<file path="config.mk">
export PLATFORM = sky130hd
export DESIGN_NAME = bphd_ctrl
export DESIGN_NICKNAME = d
export VERILOG_FILES = /design/src/rtl/core/bphd_pkg.sv /design/src/rtl/core/bphd_ctrl.sv
export SDC_FILE = /design/constraint.sdc
export NUM_CORES = 1
export LEC_CHECK = 0
export BUFFER_PORTS_ARGS = -buffer_cell sky130_fd_sc_hd__buf_2
export CAP_MARGIN = 30
export CORE_AREA = 8 8 45 47
export CTS_CLUSTER_SIZE = 20
export DETAILED_ROUTE_END_ITERATION = 8
export DIE_AREA = 0 0 53 55
export GPL_ROUTABILITY_DRIVEN = 1
export PLACE_DENSITY_LB_ADDON = 0.15
export SLEW_MARGIN = 20
export SYNTH_ARGS = -nofsm -noshare
export SYNTH_HDL_FRONTEND = slang
export SYNTH_SLANG_ARGS = --single-unit
</file>
<file path="constraint.sdc">
create_clock -name aclk -period 1.1 [get_ports aclk]
set_input_delay 0.11 -clock aclk [delete_from_list [all_inputs] [get_ports aclk]]
set_output_delay 0.11 -clock aclk [all_outputs]
set_load 0.02 [all_outputs]
</file>
<file path="src/rtl/core/bphd_pkg.sv">
// ----------------------------------------------------------------------------
// bphd_pkg: shared types and constants
// Entry layouts, press states, register indexes and the command and status
// structs between the controller and the datapath of the button classifier.
// ----------------------------------------------------------------------------
package bphd_pkg;

    localparam int NUM_KEYS    = 128;
    localparam int NUM_BUTTONS = 8;
    localparam int KEY_AW      = (NUM_KEYS > 1) ? $clog2(NUM_KEYS) : 1;
    localparam int BTN_AW      = (NUM_BUTTONS > 1) ? $clog2(NUM_BUTTONS) : 1;

    localparam int IDX_W      = 7;
    localparam int TIME_W     = 32;
    localparam int POS_W      = 16;
    localparam int DRAG_W     = 17;
    localparam int DIST_W     = 12;
    localparam int MS_W       = 16;
    localparam int CFG_IDX_W  = 3;
    localparam int CFG_DATA_W = 16;
    localparam int S_TDATA_W  = 72;
    localparam int M_TDATA_W  = 72;

    // configuration register indexes
    localparam logic [CFG_IDX_W-1:0] CFG_UPDATE_ENABLE     = 3'd0;
    localparam logic [CFG_IDX_W-1:0] CFG_KEY_DOUBLE_MS     = 3'd1;
    localparam logic [CFG_IDX_W-1:0] CFG_KEY_HOLD_MS       = 3'd2;
    localparam logic [CFG_IDX_W-1:0] CFG_MOUSE_DOUBLE_MS   = 3'd3;
    localparam logic [CFG_IDX_W-1:0] CFG_MOUSE_HOLD_MS     = 3'd4;
    localparam logic [CFG_IDX_W-1:0] CFG_MOUSE_DOUBLE_DIST = 3'd5;

    // input kind codes
    localparam logic KIND_MOUSE = 1'b0;
    localparam logic KIND_KEY   = 1'b1;

    typedef enum logic [1:0] {
        ST_RELEASED = 2'd0,
        ST_PRESSED  = 2'd1,
        ST_DOUBLE   = 2'd2,
        ST_HELD     = 2'd3
    } press_state_t;

    typedef enum logic [2:0] {
        CS_IDLE,
        CS_READ,
        CS_CALC,
        CS_SQUARE,
        CS_DECIDE
    } ctrl_state_t;

    typedef struct packed {
        logic load;
        logic read;
        logic calc;
        logic square;
        logic commit;
    } dp_cmd_t;

    typedef struct packed {
        logic out_free;
    } dp_sts_t;

    typedef struct packed {
        press_state_t        mode;
        logic [TIME_W-1:0]   press_time;
        logic [TIME_W-1:0]   prev_time;
        logic [TIME_W-1:0]   hold_time;
    } key_row_t;

    typedef struct packed {
        press_state_t        mode;
        logic [TIME_W-1:0]   press_time;
        logic [TIME_W-1:0]   prev_time;
        logic [TIME_W-1:0]   hold_time;
        logic [POS_W-1:0]    click_x;
        logic [POS_W-1:0]    click_y;
    } btn_row_t;

endpackage

</file>
<file path="src/rtl/core/bphd_ctrl.sv">
// ----------------------------------------------------------------------------
// bphd_ctrl: item sequencer
// Walks one sample through read, compare, square and decide steps and holds
// the decide step while the output register is still occupied.
// ----------------------------------------------------------------------------
module bphd_ctrl
    import bphd_pkg::*;
(
    input  logic    aclk,
    input  logic    aresetn,
    input  logic    s_tvalid,
    output logic    s_tready,
    input  dp_sts_t sts,
    output dp_cmd_t cmd
);

    ctrl_state_t state_reg;
    ctrl_state_t state_next;

    always_ff @(posedge aclk) begin
        if (!aresetn) begin
            state_reg <= CS_IDLE;
        end else begin
            state_reg <= state_next;
        end
    end

    always_comb begin
        state_next = state_reg;
        cmd        = '0;
        s_tready   = 1'b0;
        unique case (state_reg)
            CS_IDLE: begin
                s_tready = 1'b1;
                if (s_tvalid) begin
                    cmd.load   = 1'b1;
                    state_next = CS_READ;
                end
            end
            CS_READ: begin
                cmd.read   = 1'b1;
                state_next = CS_CALC;
            end
            CS_CALC: begin
                cmd.calc   = 1'b1;
                state_next = CS_SQUARE;
            end
            CS_SQUARE: begin
                cmd.square = 1'b1;
                state_next = CS_DECIDE;
            end
            CS_DECIDE: begin
                // hold until the previous result has left
                if (sts.out_free) begin
                    cmd.commit = 1'b1;
                    state_next = CS_IDLE;
                end
            end
            default: begin
                state_next = CS_IDLE;
            end
        endcase
    end

endmodule

</file>
==> metrics.log <==
[metrics] data required time at the worst endpoint: 990 ps
[metrics] switching power share of the total: approximately 30%
[metrics] insertion delay to the later sink of the worst-skew pair: 230 ps
[metrics] number of CTS-inserted buffers: 3
[metrics] crit-path max FO: 7
[metrics] total standard cell area after synthesis: ~180 um2
[metrics] cell-internal power: approximately 0.00034 W
[metrics] share of post-route cells with drive strength above 1: approximately 80%
[metrics] DRC: 0
[metrics] part of the Yosys area used for sequential elements: 33.6%
[metrics] clock root buffer: sky130_fd_sc_hd__clkbuf_4
[metrics] share of power burned in registers: 30.9%
[metrics] Maximum Capacitance Violations: 0
[metrics] signed area change from the synthesized netlist to the final layout: 90.9%
[metrics] width of the die: 53 um
[metrics] clock slew at reported path FFs: 40 ps
[metrics] number of vias in the routed layout: around 180
[metrics] class of the tightest hold or removal check: in2reg
[metrics] area of the core region: 1380 um2
[metrics] count of final setup violators: 3
[metrics] port buffer count: 9
[metrics] number of placed instances with taps included: 40
[metrics] clock sinks: 3
[metrics] worst hold margin: 116 ps
[metrics] top library cells by usage in the layout, fill and taps aside: sky130_fd_sc_hd__buf_4, sky130_fd_sc_hd__buf_2, sky130_fd_sc_hd__clkbuf_4, sky130_fd_sc_hd__dfxtp_4
[metrics] drt pass-1 iters: 2
[metrics] Detail Route Antenna Nets: 0
[metrics] peak supply drop: 462 uV
[metrics] vias in the first global route: 225
[metrics] Post-Route WL: 499 um
[metrics] initial antenna violation count: 0
[metrics] count of yosys warnings during synthesis: 0
[metrics] starting utilization of the core area: 12.9%
[metrics] buffer levels on the longest clock path: 2
[metrics] most frequent standard cell in the layout excluding fill and tap cells: sky130_fd_sc_hd__buf_4
[metrics] die extent in y: 55 um
[metrics] Psw: 0.000142 W
[metrics] portion of the clock cycle consumed by the worst path in the final layout: 107%
[metrics] Leakage: 0.145 nW
[metrics] number of rows created at floorplan: 14
[metrics] vias per cell: approximately 3.7
[metrics] outcome: complete, but fails checks
[metrics] register bit count reported by yosys: 3
[metrics] Hold Fails Final Rpt: 0
[metrics] depth of the CTS H-tree: 1
[metrics] layout filler cell count: 162
[metrics] Avg Cell Area, Syn: 9.94 um2
[metrics] number of diodes added for antenna fixing: 0
[metrics] All-Layer GR Usage: ~4.4%
[metrics] failing checks: negative setup slack
[metrics] RSZ-0062 raised after global routing: yes
[metrics] classification of the worst setup path: reg2out
[metrics] gp weighted congestion: 0.595
[metrics] TritonCTS clock tree: built
[metrics] slew at the pin closest to its max-slew limit: 191 ps
[metrics] pin count of the biggest net entering global routing: 8
[metrics] endpoint type of the worst setup path: output port
[metrics] worst reg2reg path depth: 3
[metrics] clk_skew: roughly 1.7 ps
[metrics] power density relative to cell area: ~1400 nW/um2
[metrics] highest achievable clock rate: 852 MHz
[metrics] WL/cell: around 10 um
[metrics] number of pins exceeding their max-slew limit in the final report: 0
[metrics] floorplan die area: 2920 um2
[metrics] Post-Syn Nets: 22
[metrics] final setup slack of the worst path: -73.6 ps
[metrics] CP startpoint kind: register
[metrics] Post-Route Utilization: 24.7%
[metrics] number of nets at the end of the flow: 37
[metrics] Combinational Power Share: 29.6%
[metrics] number of primary I/O pins: 10
[metrics] first-pass GRT wire length: 848 um
[metrics] flip-flop count of the largest register, all copies and words added: 3
[metrics] cells after synthesis: 18
[metrics] clock share of power: 39.5%
[metrics] number of DRC markers after the initial detailed-route iteration: 4
[metrics] Worst Hold Depth: 2
[metrics] final cell count without fillers: 48
[metrics] Slew headroom: 87.2%
[metrics] Cell variety after synth: 13
[metrics] final critical-path required period: 1170 ps
[metrics] arrival time reported for the critical path endpoint: 1060 ps
[metrics] GRT Residual Overflow: 0
[metrics] hold buffer count at cts: 0
-- layout make-up --
class                           count  area (um2)  share of cell area, %
Multi-Input combinational cell     12         129                   37.7
Timing Repair Buffer               13        95.1                   27.8
Sequential cell                     3        71.3                   20.9
Clock buffer                        4        26.3                   7.69
Tap cell                           16        20.0                   5.86
-- Yosys cell counts --
| master | number | area share, % |
|---|---|---|
| sky130_fd_sc_hd__buf_4 | 1 | 4.2 |
| sky130_fd_sc_hd__nor4b_2 | 1 | 8.4 |
| sky130_fd_sc_hd__and2_1 | 1 | 3.5 |
| sky130_fd_sc_hd__clkbuf_2 | 1 | 2.8 |
| sky130_fd_sc_hd__buf_6 | 1 | 6.3 |
| sky130_fd_sc_hd__nor3b_1 | 3 | 13 |
| sky130_fd_sc_hd__nor3_1 | 2 | 5.6 |
| sky130_fd_sc_hd__o21a_1 | 1 | 4.2 |
| sky130_fd_sc_hd__xnor2_1 | 1 | 4.9 |
| sky130_fd_sc_hd__dfxtp_1 | 3 | 34 |
| sky130_fd_sc_hd__and3b_2 | 1 | 5.6 |
| sky130_fd_sc_hd__nor4bb_1 | 1 | 5.6 |
| sky130_fd_sc_hd__o21ai_0 | 1 | 2.8 |
-- critical path: stages, from the launching register on --
cell and delay [ps]:
sky130_fd_sc_hd__dfxtp_4 370, sky130_fd_sc_hd__nor3_4 200, sky130_fd_sc_hd__and2_4 160, sky130_fd_sc_hd__buf_6 110
-- kinds of logic after synthesis --
| logic type | count (synthesis) | synth area share (%) |
|---|---|---|
| flip-flops | 3 | 33.6 |
| XOR/XNOR | 1 | 4.90 |
| buffers and inverters | 3 | 13.3 |
| AND/OR/NAND/NOR | 9 | 41.3 |
| AO/OA/AOI/OAI | 2 | 6.99 |
-- path summary, 6_finish.rpt --
path	slack, ps	start	end
max	-70	state_reg[0]	cmd[4]
min	120	aresetn	state_reg[2]
min reg2reg	580	state_reg[2]	state_reg[1]
max reg2reg	90	state_reg[2]	state_reg[2]
-- stage by stage --
| stage | area [um2] | setup WS (ps) | total power [W] | TNS (ps) |
|---|---|---|---|---|
| final | 342 | -73.6 | 0.000477 | -134 |
| after global routing | 342 | -126 | 0.000505 | -397 |
| after global placement | 231 | 77.7 | 0.000241 | 0 |
| after detailed placement | 231 | 77.9 | 0.000242 | 0 |
| after floorplan | 190 | -84.4 | 0.000218 | -112 |
| after CTS | 328 | -81.1 | 0.000481 | -178 |
-- metal layers --
metal	vias to the layer above	part of all wire, %	GRT usage [%]
met5	-	0	0
met4	0	0	7.76
met3	0	4.0	1.87
met2	5	53	6.05
met1	81	43	3.64
li1	91	-	-
-- repair_timing --
action	4_1_cts	5_1_grt
setup buffers	4	0
pin swaps	3	2
resized for setup	14	3
endpoints found under the setup margin	6	6
-- power groups by stage --
stage | clock, W | sequential, W | combinational [W]
finish | 0.000189 | 0.000148 | 0.000141
global route | 0.000205 | 0.000151 | 0.000149
CTS | 0.000201 | 0.000145 | 0.000135
detailed placement | 0 | 0.000146 | 0.0000958
global placement | 0 | 0.000146 | 0.0000952
floorplan | 0 | 0.000124 | 0.0000932
Power figures use the tool's default switching activity.
